==> src/rtl/pwf_pkg.sv <==
package pwf_pkg;

  localparam int ORDER    = 10;
  localparam int REQ_W    = 2;
  localparam int SAMPLE_W = 16;
  localparam int IDX_W    = 4;
  localparam int COEF_W   = 16;
  localparam int FRAC_W   = 12;
  localparam int PROD_W   = SAMPLE_W + COEF_W;
  // x*2^12 plus 2*ORDER products of 31 significant bits, with sign
  localparam int ACC_W    = PROD_W + $clog2(2 * ORDER + 1);
  // wide enough for both the index field and tap numbers up to ORDER
  localparam int TAP_W    = ($clog2(ORDER + 1) > IDX_W) ? $clog2(ORDER + 1) : IDX_W;

  localparam logic signed [ACC_W-1:0] SAT_MAX  = ACC_W'((1 << (SAMPLE_W - 1)) - 1);
  localparam logic signed [ACC_W-1:0] SAT_MIN  = -ACC_W'(1 << (SAMPLE_W - 1));
  localparam logic signed [ACC_W-1:0] ROUND_HALF = ACC_W'(1 << (FRAC_W - 1));

  typedef enum logic [REQ_W-1:0] {
    REQ_FILTER    = 2'd0,
    REQ_LOAD_ZERO = 2'd1,
    REQ_LOAD_POLE = 2'd2
  } req_e;

  typedef enum logic [1:0] {
    ST_IDLE,
    ST_RUN,
    ST_WRITE
  } state_e;

  // partial sum travelling down the cell row
  typedef struct packed {
    logic                    tok;
    logic signed [ACC_W-1:0] acc;
  } link_t;

  typedef struct packed {
    logic load_z;
    logic load_p;
    logic shift;
  } cell_ctl_t;

endpackage

==> src/rtl/pwf_cell.sv <==
// One tap: holds x[n-k], y[n-k], z[k], p[k]; adds its term to the passing sum.
module pwf_cell (
  input  logic                                 clk_i,
  input  logic                                 rst_ni,
  input  pwf_pkg::cell_ctl_t                   ctl_i,
  input  logic signed [pwf_pkg::COEF_W-1:0]    coef_i,
  input  logic signed [pwf_pkg::SAMPLE_W-1:0]  x_i,
  input  logic signed [pwf_pkg::SAMPLE_W-1:0]  y_i,
  output logic signed [pwf_pkg::SAMPLE_W-1:0]  x_o,
  output logic signed [pwf_pkg::SAMPLE_W-1:0]  y_o,
  input  pwf_pkg::link_t                       link_i,
  output pwf_pkg::link_t                       link_o
);

  logic signed [pwf_pkg::SAMPLE_W-1:0] xh_q, yh_q;
  logic signed [pwf_pkg::COEF_W-1:0]   z_q, p_q;
  logic signed [pwf_pkg::PROD_W-1:0]   prod_z, prod_p;
  pwf_pkg::link_t                      link_d;
  logic                                tok_q;
  logic signed [pwf_pkg::ACC_W-1:0]    acc_q;

  assign prod_z = z_q * xh_q;
  assign prod_p = p_q * yh_q;

  always_comb begin
    link_d.tok = link_i.tok;
    link_d.acc = link_i.acc + pwf_pkg::ACC_W'(prod_z) - pwf_pkg::ACC_W'(prod_p);
  end

  always_ff @(posedge clk_i or negedge rst_ni) begin
    if (!rst_ni) begin
      xh_q  <= '0;
      yh_q  <= '0;
      z_q   <= '0;
      p_q   <= '0;
      tok_q <= 1'b0;
    end else begin
      tok_q <= link_d.tok;
      if (ctl_i.shift) begin
        xh_q <= x_i;
        yh_q <= y_i;
      end
      if (ctl_i.load_z) z_q <= coef_i;
      if (ctl_i.load_p) p_q <= coef_i;
    end
  end

  always_ff @(posedge clk_i) begin
    if (link_d.tok) acc_q <= link_d.acc;
  end

  always_comb begin
    link_o.tok = tok_q;
    link_o.acc = acc_q;
  end

  assign x_o = xh_q;
  assign y_o = yh_q;

endmodule
==> config.mk <==
export PLATFORM = sky130hd
export DESIGN_NAME = pwf_cell
export DESIGN_NICKNAME = d
export VERILOG_FILES = /design/src/rtl/pwf_pkg.sv /design/src/rtl/pwf_cell.sv
export SDC_FILE = /design/constraint.sdc
export NUM_CORES = 2
export LEC_CHECK = 0
export BUFFER_PORTS_ARGS = -buffer_cell sky130_fd_sc_hd__buf_2
export CORE_MARGIN = 1.5
export CORE_UTILIZATION = 60
export CTS_CLUSTER_DIAMETER = 150
export DETAILED_ROUTE_END_ITERATION = 10
export GPL_TIMING_DRIVEN = 0
export HOLD_SLACK_MARGIN = 0.15
export PLACE_DENSITY = 0.79
export SYNTH_ARGS = -nofsm -noshare
export SYNTH_HDL_FRONTEND = slang
export SYNTH_SLANG_ARGS = --single-unit
export TNS_END_PERCENT = 5
==> constraint.sdc <==
create_clock -name clk_i -period 10.1 [get_ports clk_i]
set_clock_uncertainty 0.05 [all_clocks]
set_input_delay 0.505 -clock clk_i [delete_from_list [all_inputs] [get_ports clk_i]]
set_output_delay 0.505 -clock clk_i [all_outputs]
set_load 0.02 [all_outputs]
Word level (Yosys, flattened, before mapping)
Cells that the tools add are included.
- register bits: 102
- bits in latches: 0
- memory bits (writable): 0
- ROM bits: 0
- input bits: 91
- output and inout bits: 70
- logic and storage cells: 10
- memories: 0
- add/subtract/negate cells: 2
- $mul: 2
- div/mod/pow operators: 0
- magnitude comparators: 0
- equality and inequality tests: 0
- shifts and indexed selects: 0
- muxes and demuxes: 0
- bitwise logic cells: 0
- reductions and logical operators: 0
- operator list (operator ; count):
    $mul A16 B16 Y32 ; 2
    $add A37 B32 Y37 ; 1
    $sub A37 B32 Y37 ; 1

Logic depth before layout (Yosys ltp)
- depth after elaboration: 3
- depth in mapped cells: 28
- gate-level depth less buffers: 26

Least setup slack after synthesis
OpenSTA, ideal clock, no wires.
- path type: register -> register
- start point: reg yh_q (netlist bit y_o[0])
- end point: reg acc_q[34] (netlist name), data pin
- setup time: 259 ps
- arrival: 7306 ps
- data required time: 9791 ps
- slack: 2485 ps
- cell stages (with the launch flop): 25
- buffers on the path: 2
- clock period less this slack: 7615 ps
- cells stage by stage: dfrtp_1 -> buf_1 -> nand2_1 -> fa_1 -> fa_1 -> fa_1 -> fa_1 -> inv_1 -> fa_1 -> inv_1 -> fa_1 -> fa_1 -> inv_1 -> fa_1 -> inv_1 -> ha_1 -> buf_2 -> a211oi_2 -> o21bai_1 -> a21o_1 -> a211o_1 -> o221ai_2 -> o21ai_1 -> or2_1 -> xor2_1
- RTL lines (item ; RTL line ; text):
    start: declaration ; pwf_cell.sv:15 ; logic signed [pwf_pkg::SAMPLE_W-1:0] xh_q, yh_q;
    start signal: assignment ; pwf_cell.sv:41 ; yh_q <= y_i;
    end signal: assignment ; pwf_cell.sv:49 ; if (link_d.tok) acc_q <= link_d.acc;
    end: declaration ; pwf_cell.sv:20 ; logic signed [pwf_pkg::ACC_W-1:0] acc_q;

==> metrics <==
result of the run=finished clean; final global-route overflow total=0; library cell used as clock root buffer=sky130_fd_sc_hd__clkbuf_16; starting DRC count in detailed routing=approximately 1100; die span in x=between 200 and 250 um; # DRC=0; GRT Resource Usage Total=0.329; Commonest cells post-synth=sky130_fd_sc_hd__inv_1 (747), sky130_fd_sc_hd__fa_1 (665), sky130_fd_sc_hd__nand2_1 (256); end of the worst register-to-register path=acc_q[34]; number of unique standard cell types used by synthesis=59; area used by multi-input combinational logic=slightly above 20000 um^2; layout-stage area growth over the synthesis result=7.05%; final cycle utilization of the critical path=0.902; vias after detailed routing=18000; Reg2Reg Depth=25; initial core utilization=0.606; Die Outline Area=44600 um^2; Top-Level Pins=around 160; clock tree from TritonCTS=yes; Post-Syn Instances=between 2000 and 3000; minimum clock period after layout=~9.1 ns; area taken by flip-flops and latches=~2700 um^2; GR met2 Demand/Resource=0.556; sequential share of the synthesized area=0.105; beginning of the worst register-to-register path=p_q[15]; share of the synthesized area in the top cell type=0.512; routed via count divided by cell count=5.42; measured slew at the worst slew-check pin=1.03 ns; pre-CTS worst setup slack=1.00 ns; top cell type by total area after synthesis=sky130_fd_sc_hd__fa_1; drt first pass iters=7; total standard cell area after synthesis=26000 um^2; Max Clk Rate=110 MHz; Chip Height=approximately 210 um; area of the core region=42900 um^2; RSZ-0062 raised after global routing=no; Post-CTS Resized=0; worst min-delay path class=input port to asynchronous set/reset pin; slack of the critical path=0.987 ns; maximum clock path buffer count=2; Post-layout nets=around 3600; count of flip-flops with a built-in enable after synthesis=37; Synth Flop Type=sky130_fd_sc_hd__dfrtp_1; number of register bits inferred by synthesis=102; H-tree level count=3; CP max stage cell=sky130_fd_sc_hd__fa_1; final-report hold violation count=0; antenna violations before repair=1; Synthesized Nets=between 3000 and 4000; cell repeated most along the worst path=sky130_fd_sc_hd__fa_1; placed inst area=27500 um^2; Post-Route WL=67900 um; ANT nets after route=0; clock buffers created by TritonCTS=9; Max Fanout on Critical Path=13; Setup crit start kind=flop; worst setup slack for register-to-register paths=around 0.99 ns; final-layout setup total negative slack=0 ns; GR Util met3=0.0623; fraction of registers with async set/reset=0.637; final slew viol count=0; clock latency on the worst-skew pair=roughly 0.42 ns; number of buffers added on ports=157; wire length of the first global-routing pass=108000 um; longest individual stage delay on the worst path=approximately 1.1 ns; CP Capture Type=flop; total setup buffers inserted after CTS=0; fraction of layout cells with a size suffix above 1=0.0920; top cells by area, synth=sky130_fd_sc_hd__fa_1 (51%), sky130_fd_sc_hd__inv_1 (11%), sky130_fd_sc_hd__ha_1 (8.1%); library cell with the highest instance count after synthesis=sky130_fd_sc_hd__inv_1; Critical Setup Path Class=flop to flop; final-report setup violation count=0; CTS clock-pin slew for the worst setup and hold paths=0.09 ns; synthesized area per cell=roughly 10 um^2; estimated wirelength of the detail-placed design=a little under 60000 um; via count of the first global-routing pass=19900; worst path required time=10.22 ns; data arrival time of the critical path=9.23 ns; GR Util met1=0.405; Clock Sink Count=102; post-detailed-route wirelength per cell=20.5 um; busiest layer in global routing=met2; post-route cell area=between 20000 and 30000 um^2; largest net degree at the start of global routing=66; CTS hold repair buffers=0; Critical Path Stages=25; # fillers=3391; tightest slew margin relative to the limit=0.314; final weighted congestion in routability-driven placement=0.963; Max-Cap Viols=0; kind of cell adding the most delay to the critical path=adder cells; worst path buffer plus inverter count=7; row count=76; Yosys warning count=0
==> worst register-to-register path, cell delays in order (launching register included) <==
cell                       delay (ns)
sky130_fd_sc_hd__dfrtp_1         0.33
sky130_fd_sc_hd__clkbuf_1        0.64
sky130_fd_sc_hd__clkbuf_1        0.54
sky130_fd_sc_hd__nand2_1         0.22
sky130_fd_sc_hd__fa_1            0.57
sky130_fd_sc_hd__fa_1            1.05
sky130_fd_sc_hd__fa_1            0.57
sky130_fd_sc_hd__fa_1            0.54
sky130_fd_sc_hd__inv_1           0.05
sky130_fd_sc_hd__fa_1            0.49
sky130_fd_sc_hd__inv_1           0.05
sky130_fd_sc_hd__fa_1            0.50
sky130_fd_sc_hd__fa_1            0.50
sky130_fd_sc_hd__inv_1           0.05
sky130_fd_sc_hd__fa_1            0.47
sky130_fd_sc_hd__inv_1           0.04
sky130_fd_sc_hd__ha_1            0.25
sky130_fd_sc_hd__buf_2           0.17
sky130_fd_sc_hd__a211oi_2        0.18
sky130_fd_sc_hd__o21bai_1        0.18
sky130_fd_sc_hd__a21o_1          0.25
sky130_fd_sc_hd__a211o_1         0.32
sky130_fd_sc_hd__o221ai_2        0.24
sky130_fd_sc_hd__o21ai_1         0.20
sky130_fd_sc_hd__or2_1           0.26
sky130_fd_sc_hd__xor2_1          0.15
==> worst max path at each step <==
stage	from	endpoint	slack (ns)
CTS	p_q[15]	acc_q[34]	0.99
floorplan	y_o[0]	acc_q[34]	2.48
global route	p_q[15]	acc_q[34]	0.63
global placement	p_q[15]	acc_q[36]	1.08
detailed placement	p_q[15]	acc_q[34]	1.00
finish	p_q[15]	acc_q[34]	0.99
==> cell type report <==
type | count | area share
multi-input combinational | 1619 | 0.723
inverter | 749 | 0.101
sequential | 102 | 0.0984
timing repair buffer | 157 | 0.0283
tap | 585 | 0.0263
buffer | 86 | 0.0119
clock buffer | 9 | 0.00809
clock inverter | 7 | 0.00292
antenna | 2 | 0.000180
==> stage by stage <==
step,utilization,hold WS [ns],cells
final,0.649,0.181,3316
after global routing,0.649,0.272,3314
after CTS,0.649,0.198,3314
after global placement,0.642,0.638,3298
after floorplan,-,0.159,2556
after detailed placement,0.642,0.649,3298
==> layout by cell type, fill, tap and decap left out, types with 42 or more instances in the layout <==
master                     instances
sky130_fd_sc_hd__fa_1            665
sky130_fd_sc_hd__mux2_2           62
sky130_fd_sc_hd__dfrtp_1          65
sky130_fd_sc_hd__ha_1            169
sky130_fd_sc_hd__nor2_1           42
sky130_fd_sc_hd__and2_1          244
sky130_fd_sc_hd__nand2_1         256
sky130_fd_sc_hd__inv_1           747
sky130_fd_sc_hd__buf_2           158
sky130_fd_sc_hd__clkbuf_1         80
==> per-layer routing <==
| metal | vias up | share of wire |
|---|---|---|
| met5 | - | 0 |
| met2 | 823 | 0.50 |
| met3 | 224 | 0.084 |
| met1 | 9261 | 0.36 |
| met4 | 0 | 0.058 |
| li1 | 7671 | - |
==> registers in the layout, indices dropped and copies added (netlist names) <==
register  cells
p_q          16
tok_q         1
x_o          16
acc_q        37
z_q          16
y_o          16
==> cell families after synthesis <==
group / count (synthesis) / synth area share
xor gates and xnor gates: 36 / 0.0121
DFF: 102 / 0.105
AOI/OAI and AO/OA: 100 / 0.0290
muxes: 63 / 0.0272
buffers and inverters: 835 / 0.121
adders and majority gates: 834 / 0.593
and+or+nand+nor: 586 / 0.112
Power is not shown: default switching activity piles up to over one toggle a cycle in this logic, so the estimate is an artifact.
